[src/rtl/srt_pkg.sv]
// ----------------------------------------------------------------------------
// srt_pkg
// Shared types and constants of the spiral route transposition block.
// ----------------------------------------------------------------------------
package srt_pkg;

    // character and configuration widths
    localparam int CHAR_W  = 7;
    localparam int GEOM_W  = 4;
    localparam int CFG_IW  = 2;
    localparam int CFG_DW  = 4;

    // padding letter 'X'
    localparam logic [CHAR_W-1:0] PAD_CHAR = 7'h58;

    // configuration register indexes
    localparam logic [CFG_IW-1:0] CFG_MODE = 2'd0;
    localparam logic [CFG_IW-1:0] CFG_ROWS = 2'd1;
    localparam logic [CFG_IW-1:0] CFG_COLS = 2'd2;

    // reset values of the configuration registers
    localparam logic [GEOM_W-1:0] ROWS_RST = 4'd4;
    localparam logic [GEOM_W-1:0] COLS_RST = 4'd4;

    // spiral walk directions
    localparam logic [1:0] DIR_DOWN  = 2'd0;
    localparam logic [1:0] DIR_RIGHT = 2'd1;
    localparam logic [1:0] DIR_UP    = 2'd2;
    localparam logic [1:0] DIR_LEFT  = 2'd3;

    // controller to datapath
    typedef struct packed {
        logic accept;    // input transfer this cycle
        logic seq_init;  // restart linear counter and spiral walker
        logic rd;        // issue one RAM read and advance the sequence
        logic perm;      // read belongs to the permute pass
        logic done;      // burst finished, clear fill count
    } t_cmd;

    // datapath to controller
    typedef struct packed {
        logic mode;       // 1 decrypt
        logic seq_done;   // every cell of the grid issued
        logic s1_free;    // read stage can take a new read this cycle
        logic pipe_empty; // nothing in read stage or output register
    } t_status;

endpackage

[src/rtl/spiral_route_transposition.sv]
// ----------------------------------------------------------------------------
// spiral_route_transposition
// Spiral route transposition cipher: letters fill a rows x cols grid, the
// message end pads with 'X'; encrypt reads the grid along the spiral route.
//
//  channel | direction | handshake                  | payload
//  --------+-----------+----------------------------+------------------------
//  in      | input     | i_in_valid / o_in_stall    | i_in_char, i_in_last
//  out     | output    | o_out_valid / i_out_stall  | o_out_char, o_out_last
//  cfg     | input     | i_cfg_we                   | i_cfg_index, i_cfg_data
//
// The input takes one byte a cycle while not stalled; the grid RAM takes one write a cycle.
// After the last byte the burst gives one character a cycle while i_out_stall
// is low (rows*cols transfers), behind a registered RAM read and the output
// register; decrypt first runs a permute pass from grid RAM to permute RAM.
// Input is stalled from the last byte until the burst is fully taken.
// Synchronous active-low reset clears control state and configuration.
// ----------------------------------------------------------------------------
module spiral_route_transposition #(
    parameter int MAX_ROWS = 8,
    parameter int MAX_COLS = 8
) (
    input  logic                       i_clk,
    input  logic                       i_rst_n,
    input  logic                       i_cfg_we,
    input  logic [srt_pkg::CFG_IW-1:0] i_cfg_index,
    input  logic [srt_pkg::CFG_DW-1:0] i_cfg_data,
    input  logic                       i_in_valid,
    output logic                       o_in_stall,
    input  logic [7:0]                 i_in_char,
    input  logic                       i_in_last,
    output logic                       o_out_valid,
    input  logic                       i_out_stall,
    output logic [srt_pkg::CHAR_W-1:0] o_out_char,
    output logic                       o_out_last
);

    import srt_pkg::*;

    t_cmd    w_cmd;
    t_status w_status;

    srt_ctrl u_ctrl (
        .i_clk      (i_clk),
        .i_rst_n    (i_rst_n),
        .i_in_valid (i_in_valid),
        .i_in_last  (i_in_last),
        .i_status   (w_status),
        .o_cmd      (w_cmd),
        .o_in_stall (o_in_stall)
    );

    srt_datapath #(
        .MAX_ROWS (MAX_ROWS),
        .MAX_COLS (MAX_COLS)
    ) u_datapath (
        .i_clk       (i_clk),
        .i_rst_n     (i_rst_n),
        .i_cfg_we    (i_cfg_we),
        .i_cfg_index (i_cfg_index),
        .i_cfg_data  (i_cfg_data),
        .i_in_char   (i_in_char),
        .i_out_stall (i_out_stall),
        .i_cmd       (w_cmd),
        .o_status    (w_status),
        .o_out_valid (o_out_valid),
        .o_out_char  (o_out_char),
        .o_out_last  (o_out_last)
    );

endmodule

[src/rtl/srt_ram.sv]
// ----------------------------------------------------------------------------
// srt_ram
// Generic single-write, single-read RAM with registered read data.
// ----------------------------------------------------------------------------
module srt_ram #(
    parameter int WIDTH = 8,
    parameter int DEPTH = 64
) (
    input  logic                                     i_clk,
    input  logic                                     i_we,
    input  logic [((DEPTH > 1) ? $clog2(DEPTH) : 1)-1:0] i_waddr,
    input  logic [WIDTH-1:0]                         i_wdata,
    input  logic                                     i_re,
    input  logic [((DEPTH > 1) ? $clog2(DEPTH) : 1)-1:0] i_raddr,
    output logic [WIDTH-1:0]                         o_rdata
);

    logic [WIDTH-1:0] r_mem [DEPTH];
    logic [WIDTH-1:0] r_rdata;

    // write port
    always_ff @(posedge i_clk) begin
        if (i_we) begin
            r_mem[i_waddr] <= i_wdata;
        end
    end

    // read port, data holds while no read is issued
    always_ff @(posedge i_clk) begin
        if (i_re) begin
            r_rdata <= r_mem[i_raddr];
        end
    end

    assign o_rdata = r_rdata;

endmodule

[src/rtl/srt_spiral.sv]
// ----------------------------------------------------------------------------
// srt_spiral
// Spiral route walker: one cell address per step, down the left column,
// along the bottom, up the right column, along the top, then inward.
// ----------------------------------------------------------------------------
module srt_spiral #(
    parameter int ADDR_W = 6
) (
    input  logic                      i_clk,
    input  logic                      i_init,
    input  logic                      i_step,
    input  logic [srt_pkg::GEOM_W-1:0] i_rows,
    input  logic [srt_pkg::GEOM_W-1:0] i_cols,
    output logic [ADDR_W-1:0]         o_addr
);

    import srt_pkg::*;

    localparam int XW = ADDR_W + GEOM_W;

    logic [GEOM_W-1:0] r_r, r_c, r_t, r_b, r_l, r_rt;
    logic [GEOM_W-1:0] n_r, n_c, n_t, n_b, n_l, n_rt;
    logic [1:0]        r_dir, n_dir;
    logic [ADDR_W-1:0] r_addr, n_addr;
    logic [ADDR_W-1:0] w_plus1, w_minus1, w_pcols, w_mcols;

    // address neighbors of the current cell
    assign w_plus1  = r_addr + ADDR_W'(1);
    assign w_minus1 = r_addr - ADDR_W'(1);
    assign w_pcols  = ADDR_W'(XW'(r_addr) + XW'(i_cols));
    assign w_mcols  = ADDR_W'(XW'(r_addr) - XW'(i_cols));

    // next cell: move along the edge, or shrink the bound and turn
    always_comb begin
        n_r = r_r; n_c = r_c; n_t = r_t; n_b = r_b; n_l = r_l; n_rt = r_rt;
        n_dir = r_dir;
        n_addr = r_addr;
        case (r_dir)
            DIR_DOWN: begin
                if (r_r < r_b) begin
                    n_r = r_r + 4'd1; n_addr = w_pcols;
                end else begin
                    n_l = r_l + 4'd1; n_c = r_c + 4'd1;
                    n_dir = DIR_RIGHT; n_addr = w_plus1;
                end
            end
            DIR_RIGHT: begin
                if (r_c < r_rt) begin
                    n_c = r_c + 4'd1; n_addr = w_plus1;
                end else begin
                    n_b = r_b - 4'd1; n_r = r_r - 4'd1;
                    n_dir = DIR_UP; n_addr = w_mcols;
                end
            end
            DIR_UP: begin
                if (r_r > r_t) begin
                    n_r = r_r - 4'd1; n_addr = w_mcols;
                end else begin
                    n_rt = r_rt - 4'd1; n_c = r_c - 4'd1;
                    n_dir = DIR_LEFT; n_addr = w_minus1;
                end
            end
            default: begin
                if (r_c > r_l) begin
                    n_c = r_c - 4'd1; n_addr = w_minus1;
                end else begin
                    n_t = r_t + 4'd1; n_r = r_r + 4'd1;
                    n_dir = DIR_DOWN; n_addr = w_pcols;
                end
            end
        endcase
    end

    // walker registers
    always_ff @(posedge i_clk) begin
        if (i_init) begin
            r_r <= '0; r_c <= '0; r_t <= '0; r_l <= '0;
            r_b <= i_rows - 4'd1;
            r_rt <= i_cols - 4'd1;
            r_dir <= DIR_DOWN;
            r_addr <= '0;
        end else if (i_step) begin
            r_r <= n_r; r_c <= n_c; r_t <= n_t; r_b <= n_b;
            r_l <= n_l; r_rt <= n_rt;
            r_dir <= n_dir;
            r_addr <= n_addr;
        end
    end

    assign o_addr = r_addr;

endmodule

[src/rtl/srt_datapath.sv]
// ----------------------------------------------------------------------------
// srt_datapath
// Configuration registers, letter filter, grid and permute RAMs, sequence
// counters and the read / output pipeline.
// ----------------------------------------------------------------------------
module srt_datapath #(
    parameter int MAX_ROWS = 8,
    parameter int MAX_COLS = 8
) (
    input  logic                       i_clk,
    input  logic                       i_rst_n,
    input  logic                       i_cfg_we,
    input  logic [srt_pkg::CFG_IW-1:0] i_cfg_index,
    input  logic [srt_pkg::CFG_DW-1:0] i_cfg_data,
    input  logic [7:0]                 i_in_char,
    input  logic                       i_out_stall,
    input  srt_pkg::t_cmd              i_cmd,
    output srt_pkg::t_status           o_status,
    output logic                       o_out_valid,
    output logic [srt_pkg::CHAR_W-1:0] o_out_char,
    output logic                       o_out_last
);

    import srt_pkg::*;

    localparam int CELLS = MAX_ROWS * MAX_COLS;
    localparam int AW    = (CELLS > 1) ? $clog2(CELLS) : 1;
    localparam int CW    = $clog2(CELLS + 1);

    // configuration
    logic              r_mode;
    logic [GEOM_W-1:0] r_rows_cfg, r_cols_cfg;
    logic [GEOM_W-1:0] w_rows, w_cols;
    logic [CW-1:0]     w_total;

    // fill and sequencing
    logic [CW-1:0]     r_fill;
    logic [CW-1:0]     r_k;
    logic [AW-1:0]     w_sp_addr;
    logic [7:0]        w_up;
    logic              w_letter;
    logic              w_store;
    logic              w_last_k;

    // RAM ports
    logic              w_a_re, w_b_re;
    logic [AW-1:0]     w_a_raddr;
    logic [CHAR_W-1:0] w_a_rdata, w_b_rdata;

    // permute write stage
    logic              r_pw_vld;
    logic              r_pw_pad;
    logic [AW-1:0]     r_pw_addr;

    // emit read stage and output register
    logic              r_s1_vld, r_s1_pad, r_s1_last, r_s1_src;
    logic [CHAR_W-1:0] w_s1_char;
    logic              w_out_free, w_s1_move, w_emit_rd;
    logic              r_o_valid, r_o_last;
    logic [CHAR_W-1:0] r_o_char;

    // configuration writes
    always_ff @(posedge i_clk) begin
        if (!i_rst_n) begin
            r_mode     <= 1'b0;
            r_rows_cfg <= ROWS_RST;
            r_cols_cfg <= COLS_RST;
        end else if (i_cfg_we) begin
            unique case (i_cfg_index)
                CFG_MODE: r_mode     <= i_cfg_data[0];
                CFG_ROWS: r_rows_cfg <= i_cfg_data;
                CFG_COLS: r_cols_cfg <= i_cfg_data;
                default:  ;
            endcase
        end
    end

    // grid size in use, clamped to 1..max
    always_comb begin
        w_rows = r_rows_cfg;
        if (r_rows_cfg == '0) w_rows = 4'd1;
        else if (32'(r_rows_cfg) > MAX_ROWS) w_rows = GEOM_W'(MAX_ROWS);
        w_cols = r_cols_cfg;
        if (r_cols_cfg == '0) w_cols = 4'd1;
        else if (32'(r_cols_cfg) > MAX_COLS) w_cols = GEOM_W'(MAX_COLS);
    end

    assign w_total = CW'(w_rows) * CW'(w_cols);

    // letter filter: fold lower case, keep A..Z
    assign w_up     = (i_in_char >= 8'h61 && i_in_char <= 8'h7A) ? i_in_char - 8'h20
                                                                  : i_in_char;
    assign w_letter = (w_up >= 8'h41) && (w_up <= 8'h5A);
    assign w_store  = i_cmd.accept && w_letter && (r_fill < w_total);

    // fill count
    always_ff @(posedge i_clk) begin
        if (!i_rst_n) begin
            r_fill <= '0;
        end else if (i_cmd.done) begin
            r_fill <= '0;
        end else if (w_store) begin
            r_fill <= r_fill + CW'(1);
        end
    end

    // linear cell counter, runs with the walker
    always_ff @(posedge i_clk) begin
        if (i_cmd.seq_init) begin
            r_k <= '0;
        end else if (i_cmd.rd) begin
            r_k <= r_k + CW'(1);
        end
    end

    assign w_last_k = (r_k == w_total - CW'(1));

    srt_spiral #(
        .ADDR_W (AW)
    ) u_spiral (
        .i_clk  (i_clk),
        .i_init (i_cmd.seq_init),
        .i_step (i_cmd.rd),
        .i_rows (w_rows),
        .i_cols (w_cols),
        .o_addr (w_sp_addr)
    );

    // grid RAM: letters in arrival order
    assign w_emit_rd = i_cmd.rd && !i_cmd.perm;
    assign w_a_re    = (i_cmd.rd && i_cmd.perm) || (w_emit_rd && !r_mode);
    assign w_a_raddr = i_cmd.perm ? r_k[AW-1:0] : w_sp_addr;

    srt_ram #(
        .WIDTH (CHAR_W),
        .DEPTH (CELLS)
    ) u_grid (
        .i_clk   (i_clk),
        .i_we    (w_store),
        .i_waddr (r_fill[AW-1:0]),
        .i_wdata (w_up[CHAR_W-1:0]),
        .i_re    (w_a_re),
        .i_raddr (w_a_raddr),
        .o_rdata (w_a_rdata)
    );

    // permute pass: grid cell k goes to spiral cell k, padded past the fill
    always_ff @(posedge i_clk) begin
        if (!i_rst_n) begin
            r_pw_vld <= 1'b0;
        end else begin
            r_pw_vld <= i_cmd.rd && i_cmd.perm;
        end
    end

    always_ff @(posedge i_clk) begin
        if (i_cmd.rd && i_cmd.perm) begin
            r_pw_addr <= w_sp_addr;
            r_pw_pad  <= (r_k >= r_fill);
        end
    end

    assign w_b_re = w_emit_rd && r_mode;

    srt_ram #(
        .WIDTH (CHAR_W),
        .DEPTH (CELLS)
    ) u_perm (
        .i_clk   (i_clk),
        .i_we    (r_pw_vld),
        .i_waddr (r_pw_addr),
        .i_wdata (r_pw_pad ? PAD_CHAR : w_a_rdata),
        .i_re    (w_b_re),
        .i_raddr (r_k[AW-1:0]),
        .o_rdata (w_b_rdata)
    );

    // emit read stage
    assign w_out_free = !r_o_valid || !i_out_stall;
    assign w_s1_move  = r_s1_vld && w_out_free;

    always_ff @(posedge i_clk) begin
        if (!i_rst_n) begin
            r_s1_vld <= 1'b0;
        end else if (w_emit_rd) begin
            r_s1_vld <= 1'b1;
        end else if (w_s1_move) begin
            r_s1_vld <= 1'b0;
        end
    end

    always_ff @(posedge i_clk) begin
        if (w_emit_rd) begin
            r_s1_src  <= r_mode;
            r_s1_pad  <= !r_mode && (CW'(w_sp_addr) >= r_fill);
            r_s1_last <= w_last_k;
        end
    end

    assign w_s1_char = r_s1_pad ? PAD_CHAR : (r_s1_src ? w_b_rdata : w_a_rdata);

    // output register
    always_ff @(posedge i_clk) begin
        if (!i_rst_n) begin
            r_o_valid <= 1'b0;
        end else if (w_out_free) begin
            r_o_valid <= r_s1_vld;
        end
    end

    always_ff @(posedge i_clk) begin
        if (w_s1_move) begin
            r_o_char <= w_s1_char;
            r_o_last <= r_s1_last;
        end
    end

    assign o_out_valid = r_o_valid;
    assign o_out_char  = r_o_char;
    assign o_out_last  = r_o_last;

    // status to controller
    assign o_status.mode       = r_mode;
    assign o_status.seq_done   = (r_k == w_total);
    assign o_status.s1_free    = !r_s1_vld || w_s1_move;
    assign o_status.pipe_empty = !r_s1_vld && !r_o_valid;

endmodule

[src/rtl/srt_ctrl.sv]
// ----------------------------------------------------------------------------
// srt_ctrl
// Controller: message fill, permute pass for decrypt, output burst.
// ----------------------------------------------------------------------------
module srt_ctrl (
    input  logic             i_clk,
    input  logic             i_rst_n,
    input  logic             i_in_valid,
    input  logic             i_in_last,
    input  srt_pkg::t_status i_status,
    output srt_pkg::t_cmd    o_cmd,
    output logic             o_in_stall
);

    import srt_pkg::*;

    localparam logic [1:0] S_FILL = 2'd0;
    localparam logic [1:0] S_PERM = 2'd1;
    localparam logic [1:0] S_EMIT = 2'd2;

    logic [1:0] r_state, n_state;

    // next state and commands
    always_comb begin
        n_state = r_state;
        o_cmd   = '0;
        unique case (r_state)
            S_FILL: begin
                o_cmd.accept = i_in_valid;
                if (i_in_valid && i_in_last) begin
                    o_cmd.seq_init = 1'b1;
                    n_state = i_status.mode ? S_PERM : S_EMIT;
                end
            end
            S_PERM: begin
                o_cmd.perm = 1'b1;
                if (!i_status.seq_done) begin
                    o_cmd.rd = 1'b1;
                end else begin
                    o_cmd.seq_init = 1'b1;
                    n_state = S_EMIT;
                end
            end
            S_EMIT: begin
                o_cmd.rd = !i_status.seq_done && i_status.s1_free;
                if (i_status.seq_done && i_status.pipe_empty) begin
                    o_cmd.done = 1'b1;
                    n_state = S_FILL;
                end
            end
            default: n_state = S_FILL;
        endcase
    end

    // state register
    always_ff @(posedge i_clk) begin
        if (!i_rst_n) begin
            r_state <= S_FILL;
        end else begin
            r_state <= n_state;
        end
    end

    assign o_in_stall = (r_state != S_FILL);

endmodule
[config.mk]
export PLATFORM = sky130hd
export DESIGN_NAME = spiral_route_transposition
export DESIGN_NICKNAME = d
export VERILOG_FILES = /design/src/rtl/srt_pkg.sv /design/src/rtl/spiral_route_transposition.sv /design/src/rtl/srt_ram.sv /design/src/rtl/srt_spiral.sv /design/src/rtl/srt_datapath.sv /design/src/rtl/srt_ctrl.sv
export SDC_FILE = /design/constraint.sdc
export NUM_CORES = 1
export LEC_CHECK = 0
export ABC_AREA = 1
export BUFFER_PORTS_ARGS = -buffer_cell sky130_fd_sc_hd__buf_2
export CAP_MARGIN = 20
export CORE_AREA = 10 10 364 366
export CTS_CLUSTER_SIZE = 10
export DETAILED_ROUTE_END_ITERATION = 6
export DIE_AREA = 0 0 374 376
export HOLD_SLACK_MARGIN = 0.15
export MAX_ROUTING_LAYER = met4
export PLACE_DENSITY = 0.59
export SYNTH_ARGS = -nofsm -noshare
export SYNTH_HDL_FRONTEND = slang
export SYNTH_HIERARCHICAL = 1
export SYNTH_SLANG_ARGS = --single-unit
[constraint.sdc]
create_clock -name i_clk -period 15.6 [get_ports i_clk]
set_input_delay 0.78 -clock i_clk [delete_from_list [all_inputs] [get_ports i_clk]]
set_output_delay 0.78 -clock i_clk [all_outputs]
set_load 0.03 [all_outputs]
==> metrics.cfg, run 1 <==
[yosys]
netlist_area_sq_um = 43600
post-synth-top-area-cell = edfxtp_1
syn_avg_cell_area_sq_um = 10.7
synth-seq-cells = 988
synth_ff_type = edfxtp_1
synth-seq-area-share_pct = 66.9
ys_warn_count = 6
yosysTopAreaCellShare_pct = 64.5
synthCells = 4063
synth_edf_count = 936
synthTopCellsByArea = edfxtp_1 64%, nand2_1 11%, nand3_1 9.6%, dfxtp_1 2.4%, ha_1 2.1%
synth.distinct_cells = 49
synth.most_common_cell = nand2_1
synthArstFlopShare_pct = 0
synthTopCellsByCount = 1331 x nand2_1, 936 x edfxtp_1, 832 x nand3_1
synth_nets = 4164

[critical_path]
worstPathMaxFanout = 11
worstSetupPathType = register to register
setup.worst_path.start_class = register
cpPeakStageDelay_ns = 0.81
path_cells = inv_1 -> nor2_1 -> nand2_1 -> fa_1 -> inv_1 -> fa_1 -> inv_1 -> fa_1 -> nor2_1 -> a211oi_1 -> or2_2 -> nand2_1 -> ha_1 -> nand3_1 -> nand3_1 -> nor2_4 -> nand2_4 -> inv_2 -> nand4_1 -> nor2_1
crit_required_ns = 15.92
worstSetupEndpointType = register
slowest_stage = nand4_1
cp.arrival_ns = 6.47

[timing]
setup_viol = 0
worst_slew_pin_slew_ns = 1.11
min_period_ns = 6.15
finalHoldViolCount = 0
worst_hold_slack_ns = 0.312
fin_skew_ns = 0.0306
drv_slew = 0
rsz0062_at_grt = no
slew_headroom_pct = 25.9
setup_ws_ns = 9.45
fmax_ghz = 0.162
period_share_pct = 39.5
fin_setup_tns_ns = 0

[floorplan]
start_util_pct = 34.9
fp-row-count = 130
dieArea_sq_um = 141000
die_w_microns = 374
fp.dieH_microns = 376
coreArea_sq_um = 125000
ioPinCount = 30

[worst_hold_path]
hold_path_class = primary input to register

[power_and_ir_drop]
ir_drop_mv = 0.140
power.density_nw_per_um2 = 157
leakage_nw = 17.5

[run]
drv_cap = 0

[clock_network]
clkLatencyLatePin_ns = 0.71
path_clk_slew_ns = 0.05
holdBufCountCts = 0
cts_buffers = 111
cts_resized = 0
cts_tree = built
cts_setup_buffers = 0
cts_sinks = 988
root_buffer = clkbuf_16
h-tree-depth = 3
cts.path.max_buffers = 3

[routing]
ant_nets = 0
wl_mm = 110
wl_per_cell_microns = 19.2
drt-pass1-iter-count = 5
drt_first_iter_violations = 2842
drc = 0
num_vias = 29300
routed_via_density = 5.10

[global_route]
grt_pass1_wl_mm = 169
grt_max_degree = 226
grt_pass1_vias = 28400
antenna_found_initial = 0
grtUsageTotal_pct = 15.6
overflow = 0

[placed_design]
place_ws_ns = 9.42
gp_congestion = 0.860
dp_hpwl_mm = 64.0
portBuffers = 29
placed_area_sq_um = 45100

[outcome]
run_status = finished clean

[cells_and_area]
finalNetCount = 4145
syn2layout_area_growth_pct = 10.9
drive_above_1_share_pct = 6.58
diodes = 0
design_area_sq_um = 48300

==> final timing paths <==
kind	cells after the start	slack, ns	to	from
hold / removal	3	0.31	u_datapath/r_cols_cfg[2]	i_cfg_data[2]
setup / recovery	20	9.45	u_datapath/u_grid/r_mem[37][2]	u_datapath/r_cols_cfg[1]
setup reg to reg	20	9.45	u_datapath/u_grid/r_mem[37][2]	u_datapath/r_cols_cfg[1]
hold reg to reg	0	0.46	u_datapath/o_out_last	u_datapath/r_s1_last
==> flip-flops by register name (all words and copies together), names as in the netlist, 7 cells and up <==
| signal | count |
|---|---|
| u_datapath/u_perm/r_mem | 448 |
| u_datapath/o_out_char | 7 |
| u_datapath/u_grid/r_mem | 448 |
| u_datapath/u_perm/o_rdata | 7 |
| u_datapath/u_grid/o_rdata | 7 |
| u_datapath/r_fill | 7 |
| u_datapath/r_k | 7 |
==> routing by layer <==
| metal | vias up | global-route usage, % | wire length, microns |
|---|---|---|---|
| met1 | 14100 | 20.5 | 47900 |
| met3 | 168 | 2.34 | 7340 |
| met5 | - | - | 0 |
| met4 | 0 | 4.30 | 2430 |
| met2 | 1013 | 25.2 | 52200 |
| li1 | 14000 | - | - |
==> power breakdown <==
group	internal, W	leakage (nW)	switching (W)	total, W
Sequential	0.00300	8.83	0.0000563	0.00306
Combinational	0.000620	7.16	0.00158	0.00219
Clock	0.00134	1.52	0.000991	0.00233
Total	0.00496	17.5	0.00262	0.00759
==> critical path: cells and delay by family, from the launching register on <==
family | cells | cell delay [ns]
compound gates | 1 | 0.06
flops | 1 | 0.33
simple gates | 11 | 3.24
fa+ha+maj | 4 | 1.76
buf+inv | 4 | 0.37
==> layout make-up <==
class                   instances  area (sq um)
fillers                     12000         76800
flip-flops and latches        988         29200
multi-input cells            2707         12800
clock buffers                 150          3010
well taps                    1650          2060
inverters                     157           604
repair buffers                 79           548
clock inverters                 9           140
==> cell families (layout without fill, tap and decap cells) <==
logic type      after synthesis  count (layout)  synth area share, %
simple gates               2459            2459                 24.2
compound gates              127             127                 1.64
flops                       988             988                 66.9
xor+xnor                     39              39                0.784
fa+ha+maj                    81              81                 2.46
mux                           1               1               0.0230
buf+inv                     368             395                 3.98
==> per-stage QoR <==
step	total power [W]	util, %	instances
global placement	0.00528	36.1	5573
global route	0.00801	38.6	5740
CTS	0.00763	38.6	5734
finish	0.00759	38.6	5740
floorplan	0.00469	-	4063
detailed placement	0.00529	36.1	5575
==> placed cells by master (no fill, tap or decap), drive strengths merged <==
cell type | netlist | final
clkbuf | 37 | 155
nor4 | 18 | 18
inv | 156 | 153
a21oi | 57 | 57
xor2 | 25 | 25
nor2 | 202 | 202
nor3b | 7 | 7
o21ai | 55 | 55
dfxtp | 52 | 52
nor3 | 17 | 17
fa | 8 | 8
nand2 | 1342 | 1342
nand3 | 837 | 837
o31ai | 1 | 1
xnor2 | 14 | 14
or2 | 6 | 6
a21o | 2 | 2
a31oi | 3 | 3
and3 | 1 | 1
buf | 174 | 74
clkinv | 1 | 12
a211oi | 1 | 1
mux2i | 1 | 1
edfxtp | 936 | 936
o21bai | 2 | 2
o2111ai | 1 | 1
nand4 | 25 | 25
bufinv | 0 | 1
nand3b | 4 | 4
ha | 73 | 73
o211ai | 3 | 3
a21boi | 2 | 2
Power figures use the tool's default switching activity.
==> inputs of run 2 (changes only) <==
- ABC_AREA: 1 -> 0
- CORE_AREA: 10 10 364 366 -> 10 10 356 358
- DIE_AREA: 0 0 374 376 -> 0 0 366 368
- clock period: 15.6 -> 5.8 ns (I/O delays scaled with it)
==> run 2 against run 1 <==
Against the previous run:
- non-clock buffer count increased by 24
- core utilization grew 0.81 points
- combinational power increased by 62%
- cell count shrank 29%
- via count is 25% lower
- synthesized cell count is 43% lower
- clock skew grew 0.0083 ns
- clock-buffer cell count decreased by 2
- global-route usage shrank 0.81 points
- clock power rose to 2.6 times the previous value
- highest routed layer unchanged
==> metrics.cfg, run 2 <==
[outcome]
run_status = finished clean  ; unchanged

[cells_and_area]
final_cell_mix = 936 x edfxtp_1, 224 x mux4_2, 185 x nor2_1  ; was 1329 x nand2_1, 936 x edfxtp_1, 832 x nand3_1
design_area_sq_um = 47100  ; was 48300 sq um
drive_above_1_share_pct = 20.8  ; was 6.58%
diodes = 0  ; unchanged
reg_top3 = u_datapath/u_grid/r_mem: 448 flops, u_datapath/u_perm/r_mem: 448 flops  ; unchanged
syn2layout_area_growth_pct = 13.3  ; was 10.9%
utilization_pct = 39.4  ; was 38.6%
layout_commonest_cell = edfxtp_1  ; was nand2_1
finalNetCount = 2533  ; was 4145

[global_route]
antenna_found_initial = 1  ; was 0
grt_pass1_vias = 22500  ; was 28400
met3_usage_pct = 3.03  ; was 2.34%
grt_busiest_layer = met2  ; unchanged
grtUsageTotal_pct = 14.8  ; was 15.6%
grt_pass1_wl_mm = 149  ; was 169 mm
use_met1_pct = 19.1  ; was 20.5%
grt_max_degree = 110  ; was 226
grt_use_met2_pct = 23.7  ; was 25.2%
overflow = 0  ; unchanged

[placed_design]
dp_hpwl_mm = 62.8  ; was 64.0 mm
portBuffers = 29  ; unchanged
placed_area_sq_um = 43700  ; was 45100 sq um
gp_congestion = 0.862  ; was 0.860
place_ws_ns = 0.0281  ; was 9.42 ns

[timing]
setup_viol = 0  ; unchanged
fmax_ghz = 0.183  ; was 0.162 GHz
worst_slew_pin_slew_ns = 1.07  ; was 1.11 ns
drv_slew = 0  ; unchanged
period_share_pct = 94.4  ; was 39.5%
finalHoldViolCount = 0  ; unchanged
worst_hold_slack_ns = 0.192  ; was 0.312 ns
slew_headroom_pct = 28.0  ; was 25.9%
rsz0062_at_grt = no  ; unchanged
setup_ws_ns = 0.323  ; was 9.45 ns
fin_skew_ns = 0.0389  ; was 0.0306 ns
min_period_ns = 5.48  ; was 6.15 ns

[routing]
wl_per_cell_microns = 24.2  ; was 19.2 microns
drt-pass1-iter-count = 5  ; unchanged
ant_nets = 0  ; unchanged
drt_first_iter_violations = 2152  ; was 2842
routed_via_density = 5.35  ; was 5.10
wl_mm = 99.2  ; was 110 mm
drc = 0  ; unchanged
num_vias = 21900  ; was 29300

[yosys]
synthCells = 2325  ; was 4063
synthArstFlopShare_pct = 0  ; unchanged
ys_warn_count = 6  ; unchanged
synth.most_common_cell = edfxtp_1  ; was nand2_1
netlist_area_sq_um = 41500  ; was 43600 sq um
synth-seq-area-share_pct = 70.2  ; was 66.9%
synthTopCellsByCount = 936 x edfxtp_1, 224 x mux4_2, 215 x nor2_1  ; was 1331 x nand2_1, 936 x edfxtp_1, 832 x nand3_1
yosysTopAreaCellShare_pct = 67.7  ; was 64.5%
syn_avg_cell_area_sq_um = 17.9  ; was 10.7 sq um
synth_edf_count = 936  ; unchanged
synth-seq-cells = 988  ; unchanged
synth_ff_type = edfxtp_1  ; unchanged
synthTopCellsByArea = edfxtp_1 68%, mux4_2 12%, dfxtp_1 2.5%, ha_1 2.2%, nor2_1 1.9%  ; was edfxtp_1 64%, nand2_1 11%, nand3_1 9.6%, dfxtp_1 2.4%, ha_1 2.1%
synth.distinct_cells = 86  ; was 49
post-synth-top-area-cell = edfxtp_1  ; unchanged
synth_nets = 2426  ; was 4164

[clock_network]
root_buffer = clkbuf_16  ; unchanged
h-tree-depth = 3  ; unchanged
cts_setup_buffers = 0  ; unchanged
cts_sinks = 988  ; unchanged
clkLatencyLatePin_ns = 0.69  ; was 0.71 ns
cts_tree = built  ; unchanged
cts_buffers = 111  ; unchanged
path_clk_slew_ns = 0.06  ; was 0.05 ns
cts.path.max_buffers = 3  ; unchanged

[power_and_ir_drop]
ir_drop_mv = 0.369  ; was 0.140 mV
leakage_nw = 14.5  ; was 17.5 nW
power.density_nw_per_um2 = 377  ; was 157 nW/um^2

[critical_path]
slowest_stage = fa_1  ; was nand4_1
path_cells = o21ba_1 -> nor2_4 -> nand2_1 -> fa_1 -> inv_1 -> fa_1 -> inv_1 -> fa_1 -> nand2b_1 -> a21oi_1 -> xnor2_1 -> ha_1 -> o2111ai_1 -> a31oi_1 -> a211oi_2 -> o211ai_2 -> inv_2 -> nor2b_2 -> nand2_2 -> nor2_2  ; was inv_1 -> nor2_1 -> nand2_1 -> fa_1 -> inv_1 -> fa_1 -> inv_1 -> fa_1 -> nor2_1 -> a211oi_1 -> or2_2 -> nand2_1 -> ha_1 -> nand3_1 -> nand3_1 -> nor2_4 -> nand2_4 -> inv_2 -> nand4_1 -> nor2_1
setup.worst_path.start_class = register  ; unchanged
worstSetupPathType = register to register  ; unchanged
crit_path_frequent_cell = fa_1
cp.arrival_ns = 5.80  ; was 6.47 ns
crit_required_ns = 6.12  ; was 15.92 ns
cpPeakStageDelay_ns = 0.57  ; was 0.81 ns
worstPathMaxFanout = 7  ; was 11
worstSetupEndpointType = register  ; unchanged

[floorplan]
fp-row-count = 127  ; was 130
coreArea_sq_um = 119000  ; was 125000 sq um
fp.dieH_microns = 368  ; was 376 microns
start_util_pct = 34.8  ; was 34.9%
ioPinCount = 30  ; unchanged
dieArea_sq_um = 135000  ; was 141000 sq um
die_w_microns = 366  ; was 374 microns

[run]
drv_cap = 0  ; unchanged

[worst_hold_path]
hold_path_class = primary input to register  ; unchanged

==> run 2: cell count changes in the layout (fill, tap and decap cells not counted), moves of 35 or more <==
cell     previous run  this run
o21ai_0            47        12
mux4_2              0       224
nand2_1          1329        43
inv_1             140        58
nand3_1           832        36
mux2i_1             1        64
==> run 2: logic make-up (layout without fill, tap and decap cells) <==
group	count (synthesis)	after routing	synth area share [%]
flops	988	988	70.2
simple gates	482	482	5.80
mux	300	300	14.0
compound gates	250	250	4.26
buf+inv	173	328	2.04
fa+ha+maj	81	81	2.58
xor+xnor	51	51	1.11
==> run 2: path summary, 6_finish.rpt <==
path	startpoint	end	slack [ns]	cells past startpoint
worst max-delay path	u_datapath/r_rows_cfg[1]	u_datapath/u_grid/r_mem[2][6]	0.32	20
worst min-delay path	i_in_char[6]	u_datapath/u_grid/r_mem[48][6]	0.19	3
worst max register to register	u_datapath/r_rows_cfg[1]	u_datapath/u_grid/r_mem[2][6]	0.32	20
worst min register to register	u_ctrl/r_state[1]	u_ctrl/r_state[1]	0.52	2
==> run 2: area by class of cell <==
type | instances | area (sq um)
Multi-Input combinational cell | 1164 | 11800
Tap cell | 1612 | 2020
Clock buffer | 148 | 2960
Fill cell | 10600 | 72300
Clock inverter | 13 | 168
Inverter | 64 | 240
Timing Repair Buffer | 103 | 768
Sequential cell | 988 | 29200
==> run 2: power breakdown <==
| group | switching [W] | internal (W) | leakage (nW) | total (W) |
|---|---|---|---|---|
| clock network | 0.00265 | 0.00352 | 1.50 | 0.00617 |
| logic | 0.00200 | 0.00154 | 4.19 | 0.00354 |
| registers | 0.000114 | 0.00791 | 8.81 | 0.00802 |
| total | 0.00476 | 0.0130 | 14.5 | 0.0177 |
==> run 2: layer usage <==
| metal | wire [microns] | vias to the layer above |
|---|---|---|
| li1 | - | 9509 |
| met5 | 0 | - |
| met3 | 7030 | 182 |
| met1 | 41500 | 11400 |
| met4 | 2710 | 0 |
| met2 | 48000 | 809 |
==> run 2: stage by stage <==
stage,total power [W],setup TNS (ns),std cells
6_report,0.0177,0,4092
5_1_grt,0.0184,0,4092
4_1_cts,0.0179,-0.0133,4091
3_5_place_dp,0.0117,0,3917
3_3_place_gp,0.0116,0,3917
2_1_floorplan,0.0107,0,2325
==> run 2: what timing repair did <==
action                     in CTS  in global routing
setup endpoints to repair       4                196
gates resized for setup         1                 44
hold buffers                   13                  0
gates cloned                    0                  0
hold endpoints to repair       14                  0
==> run 2: worst max-delay path, delay by kind of cell, from the launching register on <==
family	cells	cell delay, ns
fa+ha+maj	4	1.87
simple gates	6	1.50
compound gates	6	0.95
flops	1	0.32
buf+inv	3	0.29
xor+xnor	1	0.23
